==> src/design/hssr_pkg.sv <==
// shared types, register indexes and status codes for the single-wire sensor reader
package hssr_pkg;

  localparam int CFG_INDEX_W = 3;
  localparam int CFG_DATA_W  = 23;
  localparam int FRAME_BITS  = 40;

  localparam logic [CFG_INDEX_W-1:0] REG_MIN_INTERVAL  = 3'd0;
  localparam logic [CFG_INDEX_W-1:0] REG_START_LOW     = 3'd1;
  localparam logic [CFG_INDEX_W-1:0] REG_RELEASE_WAIT  = 3'd2;
  localparam logic [CFG_INDEX_W-1:0] REG_HIGH_THRESH   = 3'd3;
  localparam logic [CFG_INDEX_W-1:0] REG_TIMEOUT       = 3'd4;

  localparam logic [22:0] MIN_INTERVAL_RESET = 23'd2000000;
  localparam logic [15:0] START_LOW_RESET    = 16'd1100;
  localparam logic [7:0]  RELEASE_WAIT_RESET = 8'd55;
  localparam logic [7:0]  HIGH_THRESH_RESET  = 8'd50;
  localparam logic [15:0] TIMEOUT_RESET      = 16'd15000;

  localparam logic [1:0] ST_OK    = 2'd0;
  localparam logic [1:0] ST_FAIL  = 2'd1;
  localparam logic [1:0] ST_CKSUM = 2'd2;

  typedef struct packed {
    logic [22:0] min_interval_ticks;
    logic [15:0] start_low_ticks;
    logic [7:0]  release_wait_ticks;
    logic [7:0]  high_threshold_ticks;
    logic [15:0] timeout_ticks;
  } cfg_t;

  typedef struct packed {
    logic               drive_low;
    logic               done_res;
    logic [1:0]         status;
    logic               data_valid;
    logic signed [15:0] humidity_tenths;
    logic signed [15:0] temperature_tenths;
    logic               busy_res;
  } res_t;

endpackage

==> src/design/hssr_cfg_regs.sv <==
// configuration registers with their reset values
module hssr_cfg_regs
  import hssr_pkg::*;
(
  input  logic                   clk,
  input  logic                   rst,
  input  logic                   cfg_we,
  input  logic [CFG_INDEX_W-1:0] cfg_index,
  input  logic [CFG_DATA_W-1:0]  cfg_data,
  output cfg_t                   cfg
);

  always_ff @(posedge clk) begin
    if (rst) begin
      cfg.min_interval_ticks   <= MIN_INTERVAL_RESET;
      cfg.start_low_ticks      <= START_LOW_RESET;
      cfg.release_wait_ticks   <= RELEASE_WAIT_RESET;
      cfg.high_threshold_ticks <= HIGH_THRESH_RESET;
      cfg.timeout_ticks        <= TIMEOUT_RESET;
    end else if (cfg_we) begin
      unique case (cfg_index)
        REG_MIN_INTERVAL: cfg.min_interval_ticks   <= cfg_data[22:0];
        REG_START_LOW:    cfg.start_low_ticks      <= cfg_data[15:0];
        REG_RELEASE_WAIT: cfg.release_wait_ticks   <= cfg_data[7:0];
        REG_HIGH_THRESH:  cfg.high_threshold_ticks <= cfg_data[7:0];
        REG_TIMEOUT:      cfg.timeout_ticks        <= cfg_data[15:0];
        default: ;
      endcase
    end
  end

endmodule

==> src/design/hssr_seq.sv <==
// read sequencer: start pulse, response check, bit timing and frame check, one tick per step
module hssr_seq
  import hssr_pkg::*;
(
  input  logic clk,
  input  logic rst,
  input  logic step,
  input  logic line_level,
  input  logic read_request,
  input  cfg_t cfg,
  output res_t res
);

  localparam logic [2:0] PH_IDLE      = 3'd0;
  localparam logic [2:0] PH_START     = 3'd1;
  localparam logic [2:0] PH_RELEASE   = 3'd2;
  localparam logic [2:0] PH_RESP_LOW  = 3'd3;
  localparam logic [2:0] PH_RESP_HIGH = 3'd4;
  localparam logic [2:0] PH_PRE_LOW   = 3'd5;
  localparam logic [2:0] PH_BIT_HIGH  = 3'd6;
  localparam logic [2:0] PH_BIT_LOW   = 3'd7;

  localparam logic [22:0] INTERVAL_MAX = '1;

  logic [2:0]            phase, phase_next;
  logic [15:0]           phase_counter, phase_counter_next;
  logic [22:0]           interval_counter, interval_counter_next;
  logic [5:0]            bit_count, bit_count_next;
  logic [FRAME_BITS-1:0] frame_shift, frame_shift_next;
  logic                  valid_flag, valid_flag_next;
  logic [15:0]           held_humidity, held_humidity_next;
  logic [15:0]           held_temperature, held_temperature_next;

  logic        accepted;
  logic        done;
  logic [1:0]  stat;
  logic [15:0] pc_inc;
  logic        expect_high;
  logic        ended;
  logic        timed_out;
  logic [7:0]  sum8;

  assign pc_inc = phase_counter + 16'd1;
  assign sum8   = frame_shift[39:32] + frame_shift[31:24] + frame_shift[23:16]
                + frame_shift[15:8];
  assign expect_high = (phase == PH_RESP_HIGH) || (phase == PH_BIT_HIGH);
  assign ended       = line_level != expect_high;
  assign timed_out   = !ended && (phase_counter >= cfg.timeout_ticks);

  always_comb begin
    phase_next            = phase;
    phase_counter_next    = phase_counter;
    bit_count_next        = bit_count;
    frame_shift_next      = frame_shift;
    valid_flag_next       = valid_flag;
    held_humidity_next    = held_humidity;
    held_temperature_next = held_temperature;
    accepted              = 1'b0;
    done                  = 1'b0;
    stat                  = ST_OK;

    unique case (phase)
      PH_IDLE: begin
        if (read_request) begin
          if (interval_counter >= cfg.min_interval_ticks) begin
            accepted           = 1'b1;
            valid_flag_next    = 1'b0;
            frame_shift_next   = '0;
            bit_count_next     = '0;
            phase_counter_next = '0;
            phase_next         = PH_START;
          end else begin
            // too early: report cached status without reading
            done = 1'b1;
            stat = valid_flag ? ST_OK : ST_FAIL;
          end
        end
      end
      PH_START: begin
        phase_counter_next = pc_inc;
        if (pc_inc >= cfg.start_low_ticks) begin
          phase_next         = PH_RELEASE;
          phase_counter_next = '0;
        end
      end
      PH_RELEASE: begin
        phase_counter_next = pc_inc;
        if (pc_inc >= {8'd0, cfg.release_wait_ticks}) begin
          phase_next         = PH_RESP_LOW;
          phase_counter_next = '0;
        end
      end
      PH_RESP_LOW, PH_RESP_HIGH, PH_PRE_LOW, PH_BIT_HIGH, PH_BIT_LOW: begin
        if (!ended && !timed_out) begin
          phase_counter_next = pc_inc;
        end
        if (ended || timed_out) begin
          phase_counter_next = '0;
          unique case (phase)
            PH_RESP_LOW: begin
              if (timed_out) begin
                phase_next = PH_IDLE;
                done       = 1'b1;
                stat       = ST_FAIL;
              end else begin
                phase_next = PH_RESP_HIGH;
              end
            end
            PH_RESP_HIGH: begin
              if (timed_out) begin
                phase_next = PH_IDLE;
                done       = 1'b1;
                stat       = ST_FAIL;
              end else begin
                phase_next = PH_PRE_LOW;
              end
            end
            PH_PRE_LOW: begin
              phase_next = PH_BIT_HIGH;
            end
            PH_BIT_HIGH: begin
              if (timed_out) begin
                phase_next = PH_IDLE;
                done       = 1'b1;
                stat       = ST_FAIL;
              end else begin
                frame_shift_next = {frame_shift[FRAME_BITS-2:0],
                                    phase_counter > {8'd0, cfg.high_threshold_ticks}};
                bit_count_next   = bit_count + 6'd1;
                phase_next       = PH_BIT_LOW;
              end
            end
            default: begin
              // low phase after a bit; a timeout here simply ends the phase
              if (bit_count >= 6'(FRAME_BITS)) begin
                phase_next = PH_IDLE;
                done       = 1'b1;
                if (sum8 != frame_shift[7:0]) begin
                  stat = ST_CKSUM;
                end else begin
                  stat                  = ST_OK;
                  held_humidity_next    = frame_shift[39:24];
                  held_temperature_next = frame_shift[23:8];
                  valid_flag_next       = 1'b1;
                end
              end else begin
                phase_next = PH_BIT_HIGH;
              end
            end
          endcase
        end
      end
    endcase

    if (accepted) begin
      interval_counter_next = '0;
    end else if (interval_counter != INTERVAL_MAX) begin
      interval_counter_next = interval_counter + 23'd1;
    end else begin
      interval_counter_next = interval_counter;
    end
  end

  always_comb begin
    res.drive_low          = phase_next == PH_START;
    res.done_res           = done;
    res.status             = done ? stat : ST_OK;
    res.data_valid         = valid_flag_next;
    res.humidity_tenths    = valid_flag_next ? held_humidity_next : 16'sd0;
    res.temperature_tenths = valid_flag_next ? held_temperature_next : 16'sd0;
    res.busy_res           = phase_next != PH_IDLE;
  end

  always_ff @(posedge clk) begin
    if (rst) begin
      phase            <= PH_IDLE;
      phase_counter    <= '0;
      interval_counter <= INTERVAL_MAX;
      bit_count        <= '0;
      frame_shift      <= '0;
      valid_flag       <= 1'b0;
      held_humidity    <= '0;
      held_temperature <= '0;
    end else if (step) begin
      phase            <= phase_next;
      phase_counter    <= phase_counter_next;
      interval_counter <= interval_counter_next;
      bit_count        <= bit_count_next;
      frame_shift      <= frame_shift_next;
      valid_flag       <= valid_flag_next;
      held_humidity    <= held_humidity_next;
      held_temperature <= held_temperature_next;
    end
  end

endmodule

==> src/design/hssr_out_reg.sv <==
// result register holding one transaction until the receiver takes it
module hssr_out_reg
  import hssr_pkg::*;
(
  input  logic clk,
  input  logic rst,
  input  logic load,
  input  res_t res_in,
  input  logic out_ready,
  output logic out_valid,
  output res_t res_out
);

  always_ff @(posedge clk) begin
    if (rst) begin
      out_valid <= 1'b0;
    end else if (load) begin
      out_valid <= 1'b1;
    end else if (out_ready) begin
      out_valid <= 1'b0;
    end
  end

  always_ff @(posedge clk) begin
    if (load) begin
      res_out <= res_in;
    end
  end

endmodule

==> src/design/humidity_sensor_single_wire_reader.sv <==
// Single-wire humidity/temperature sensor reader.
// Each input transaction is one microsecond tick: the sampled data line level and a
// read request. Each input transaction yields exactly one output transaction carrying
// the line drive, a done pulse with status, and the held readings with their valid flag.
// Configuration is a write port (cfg_we, cfg_index, cfg_data), to be used only while idle
// (the block does not enforce this): 0 min interval, 1 start low ticks, 2 release wait,
// 3 high threshold, 4 timeout. An accepted tick's result is registered and appears on the
// outputs in the next cycle. Throughput is one tick per cycle while in_ready is high; the
// sequencer state updates in a single pass. in_ready is high while the result register is
// empty or being taken, so when the receiver stalls, at most one result waits and input
// stops until it is taken. Reset clears the sequencer to idle, drops held readings and
// valid flag, sets the interval counter to its maximum so the first request may start at
// once, and loads the configuration defaults. Nothing is pending after reset.
// The data line is driven low while drive_low is high; busy_res shows a running read.
module humidity_sensor_single_wire_reader
  import hssr_pkg::*;
(
  input  logic                     clk,
  input  logic                     rst,
  input  logic                     in_valid,
  output logic                     in_ready,
  input  logic                     line_level,
  input  logic                     read_request,
  output logic                     out_valid,
  input  logic                     out_ready,
  output logic                     drive_low,
  output logic                     done_res,
  output logic [1:0]               status,
  output logic                     data_valid,
  output logic signed [15:0]       humidity_tenths,
  output logic signed [15:0]       temperature_tenths,
  output logic                     busy_res,
  input  logic                     cfg_we,
  input  logic [CFG_INDEX_W-1:0]   cfg_index,
  input  logic [CFG_DATA_W-1:0]    cfg_data
);

  cfg_t cfg;
  res_t res_next;
  res_t res_q;
  logic step;

  assign in_ready = !out_valid || out_ready;
  assign step     = in_valid && in_ready;

  hssr_cfg_regs u_cfg (
    .clk       (clk),
    .rst       (rst),
    .cfg_we    (cfg_we),
    .cfg_index (cfg_index),
    .cfg_data  (cfg_data),
    .cfg       (cfg)
  );

  hssr_seq u_seq (
    .clk          (clk),
    .rst          (rst),
    .step         (step),
    .line_level   (line_level),
    .read_request (read_request),
    .cfg          (cfg),
    .res          (res_next)
  );

  hssr_out_reg u_out (
    .clk       (clk),
    .rst       (rst),
    .load      (step),
    .res_in    (res_next),
    .out_ready (out_ready),
    .out_valid (out_valid),
    .res_out   (res_q)
  );

  assign drive_low          = res_q.drive_low;
  assign done_res           = res_q.done_res;
  assign status             = res_q.status;
  assign data_valid         = res_q.data_valid;
  assign humidity_tenths    = res_q.humidity_tenths;
  assign temperature_tenths = res_q.temperature_tenths;
  assign busy_res           = res_q.busy_res;

endmodule

==> config.mk <==
export PLATFORM = sky130hd
export DESIGN_NAME = humidity_sensor_single_wire_reader
export DESIGN_NICKNAME = d
export VERILOG_FILES = /design/src/design/hssr_pkg.sv /design/src/design/hssr_cfg_regs.sv /design/src/design/hssr_seq.sv /design/src/design/hssr_out_reg.sv /design/src/design/humidity_sensor_single_wire_reader.sv
export SDC_FILE = /design/constraint.sdc
export NUM_CORES = 1
export LEC_CHECK = 0
export BUFFER_PORTS_ARGS = -buffer_cell sky130_fd_sc_hd__buf_2
export CORE_MARGIN = 4
export CORE_UTILIZATION = 40
export DETAILED_ROUTE_END_ITERATION = 7
export PLACE_DENSITY = 0.58
export SLEW_MARGIN = 20
export SYNTH_ARGS = -nofsm -noshare
export SYNTH_HDL_FRONTEND = slang
export SYNTH_SLANG_ARGS = --single-unit
==> constraint.sdc <==
create_clock -name clk -period 5.15 [get_ports clk]
set_input_delay 0.7725 -clock clk [delete_from_list [all_inputs] [get_ports clk]]
set_output_delay 0.7725 -clock clk [all_outputs]
set_load 0.02 [all_outputs]
==> results.tsv <==
metric	value	unit
clock skew	0.008758	ns
VDD IR max	0.0002631	V
Post-synth EDFFs	38	
Synth Register Bits	231	
min-delay src	cfg_data[18]	
met3 Resource Use GR	3.342	%
multiplexer area fraction after synthesis	3.832	%
worst reg2reg startpoint	u_seq.frame_shift[9]	
Crit. End Element	flip-flop	
clock root buffer master	clkbuf_16	
GPL Wtd Cong	0.8620	
delay-heaviest family, CP	adder cells	
area delta synth->final	12.85	%
GRT met1 Usage	29.70	%
average cell area after synthesis	8.573	sq um
minimum clock period	4.657	ns
fin. max-slew vios	0	
most frequent CP cell	fa_1	
Post-Route WL	35110	microns
# setup viols final	0	
post-DP HPWL	23690	microns
Critical Path AT	4.95	ns
vias per cell	5.695	
Post-Synth Simple-Gate Area	17.94	%
Initial Utilization	40.88	%
post-CTS setup repair buffer count	0	
row cnt	64	
layout cells sized above 1	12.60	%
Synth Instances	1474	
initial antenna violation count	0	
worst slack, placed	0.4879	ns
CTS buffer count	27	
Final nets	1632	
vias in the first global route	10308	
crit-path cells	fa_1 > inv_1 > fa_1 > inv_1 > ha_1 > fa_1 > a21o_1 > a21oi_2 > xnor2_1 > nor3_1 > nand3_1 > or3_2 > mux2_4	
Min-Delay Endpoint	u_cfg.cfg[66]	
H-Tree Depth	1	
Ys Warns	0	
Rel. slew slack	25.99	%
gr usage total	20.09	%
Sink Count	231	
Vias	10935	
Die W	185.7	microns
Setup crit start	u_seq.frame_shift[9]	
post-synthesis xor/xnor area fraction	2.010	%
post-synthesis sequential area ratio	39.60	%
predominant post-synthesis flop cell	dfxtp_1	
DRC violations left	0	
filler cell count	3039	
busiest layer in global routing	met2	
Final Util	46.14	%
GRT overflow	0	
Max Fclk	214.7	MHz
Leak	5.828	nW
DR WL/cell	18.29	microns
n_diodes	0	
Synth Area in Compound Gates	20.25	%
status	complete, no violations	
largest net degree at the start of global routing	54	
Final Worst Setup Slack	0.4934	ns
port bufs	72	
max_cap viols	0	
full die area	34500	sq um
CP required	5.44	ns
total power	4.442	mW
post-CTS sizing	0	
critical path type	flip-flop to flip-flop	
total I/O pin count	73	
clk slew on worst S/H paths	0.06	ns
Worst path max stage delay	0.97	ns
setup TNS	0	ns
Hold Vio Cnt, Final	0	
met2 Use GR	30.69	%
actual slew at the worst max-slew pin	1.110	ns
Pwr Density	311.5	nW/um^2
Mapped Nets	1603	
share of flip-flops with an asynchronous set or reset	0	%
RSZ-0062 raised after global routing	false	
core area	30910	sq um
drt first pass iters	7	
CP max-delay cell	or3_2	
depth of the worst hold-timing path	3	
period utilisation layout	90.42	%
worst path bufs/invs	2	
largest family of logic cells by synthesized area	compound AO/OA/AOI/OAI gates	
reg2reg setup slack	0.49	ns
Clock Tree Buf Depth	3	
Yosys cell types	70	
Skew-Pair Late Insertion Delay	0.55	ns
cell depth of the worst flop-to-flop path	13	
Adder-Cell Fraction of Synth Area	10.34	%
Starting DRT DRC Count	793	
hold_buf cts	0	
area of the mapped netlist	12640	sq um
DIE HEIGHT	185.7	microns
CTS tree	yes	
Hold/Removal Path Class	input pin to flip-flop	
Final ANT Viol Nets	0	
first-pass GRT wire length	56380	microns
Crit Path Max Fanout	32	
reg2reg end	u_out.res_out[11]	
CP Launch Type	flip-flop	
## stage by stage
stage               std cells  hold WS (ns)  instance area [sq um]
global route             1920        0.4390                  14260
floorplan                1474        0.4363                  12640
global placement         1870        0.4432                  13320
finish                   1920        0.4477                  14260
detailed placement       1870        0.4482                  13320
CTS                      1920        0.4299                  14260
## synth_stat cells (all sizes together), types with 4 or more instances
cell type    n  share of area [%]
a211oi      11               0.69
a21o        15               0.89
a21oi      166                6.6
a221o        8               0.63
a22o         4               0.28
a31oi        9               0.45
and2        14               0.69
and3        42                2.1
and4         8               0.55
buf         10               0.53
clkbuf      87                2.6
dfxtp      193                 31
edfxtp      38                9.0
fa          14                2.2
ha          82                8.1
inv         98                2.9
mux2        27                3.1
mux2i        9               0.71
nand2      180                5.3
nand2b       5               0.25
nand3      117                4.6
nand4       19               0.99
nor2        34                1.0
nor2b        5               0.25
nor3        19               0.75
nor4         4               0.25
o211ai      40                2.4
o21a         7               0.42
o21ai      112                4.4
o221ai      12               0.83
or2          9               0.45
or3          5               0.25
xnor2       21                1.5
xor2         8               0.55
## logic make-up (layout without fill, tap and decap cells)
kind of cell               Yosys count  after routing
buffers and inverters              195            245
DFF                                231            231
AOI/OAI and AO/OA                  419            419
xor gates and xnor gates            29             29
muxes                               36             36
and+or+nand+nor                    468            468
adders and majority gates           96             96
## worst min-delay path: stages
cell and delay [ns]:
buf_2 0.07, nand2_1 0.04, o211ai_1 0.07
## flip-flops by register name, summed over array words and instances, names as in the netlist
name	flops
u_out.out_valid	1
u_seq.held_humidity	16
u_seq.valid_flag	1
u_seq.interval_counter	23
u_seq.phase	3
u_seq.held_temperature	16
u_seq.bit_count	6
u_cfg.cfg	71
u_seq.phase_counter	16
u_out.res_out	38
u_seq.frame_shift	40
## placed cells by master (no fill, tap or decap), types with 5 or more instances in the layout
| cell | synthesis | layout |
|---|---|---|
| dfxtp_1 | 193 | 193 |
| nand2_1 | 180 | 180 |
| a21oi_1 | 164 | 164 |
| nand3_1 | 117 | 117 |
| o21ai_0 | 110 | 110 |
| inv_1 | 97 | 96 |
| ha_1 | 82 | 82 |
| buf_2 | 6 | 71 |
| and3_1 | 42 | 42 |
| o211ai_1 | 39 | 39 |
| edfxtp_1 | 38 | 38 |
| nor2_1 | 34 | 34 |
| clkbuf_16 | 0 | 27 |
| buf_4 | 0 | 26 |
| mux2_4 | 24 | 24 |
| xnor2_1 | 21 | 21 |
| nor3_1 | 19 | 19 |
| nand4_1 | 18 | 18 |
| a21o_1 | 15 | 15 |
| fa_1 | 14 | 14 |
| o221ai_1 | 12 | 12 |
| and2_1 | 13 | 12 |
| a211oi_1 | 10 | 10 |
| or2_2 | 9 | 9 |
| a31oi_1 | 9 | 9 |
| mux2i_1 | 9 | 9 |
| xor2_1 | 8 | 8 |
| and4_1 | 8 | 8 |
| a221o_1 | 8 | 8 |
| o21a_1 | 7 | 7 |
| clkbuf_1 | 87 | 6 |
| nand2b_1 | 5 | 5 |
| nor2b_1 | 5 | 5 |
## where the power goes
part | internal (mW) | leakage, nW | switching [mW]
clock | 1.23 | 0.457 | 0.790
sequential | 1.89 | 1.94 | 0.0518
combinational | 0.155 | 3.43 | 0.324
total | 3.28 | 5.83 | 1.17
## layer usage
layer	vias to the layer above	share of wire (%)	wire length [microns]
met1	5225	48	16720
met3	44	6.2	2190
met4	0	2.4	838
met5	-	0	0
met2	313	44	15360
li1	5353	-	-
## how the worst max path moves through the flow
stage | endpoint | slack (ns) | cells past startpoint
after global placement | u_out.res_out[3] | 0.56 | 13
final | u_out.res_out[11] | 0.49 | 13
after detailed placement | u_out.res_out[11] | 0.49 | 13
after CTS | u_out.res_out[11] | 0.45 | 13
after floorplan | u_out.res_out[10] | 1.07 | 15
after global routing | u_out.res_out[8] | 0.21 | 13
## final cells by class
cell class | instances | area (sq um) | area share (%)
multi-input cells | 1048 | 6904 | 48.41
flip-flops and latches | 231 | 5005 | 35.09
clock buffers | 37 | 753.2 | 5.282
repair buffers | 97 | 550.5 | 3.860
well taps | 396 | 495.5 | 3.474
inverters | 98 | 367.9 | 2.579
clock inverters | 13 | 185.2 | 1.298
(Power assumes the default switching activity.)
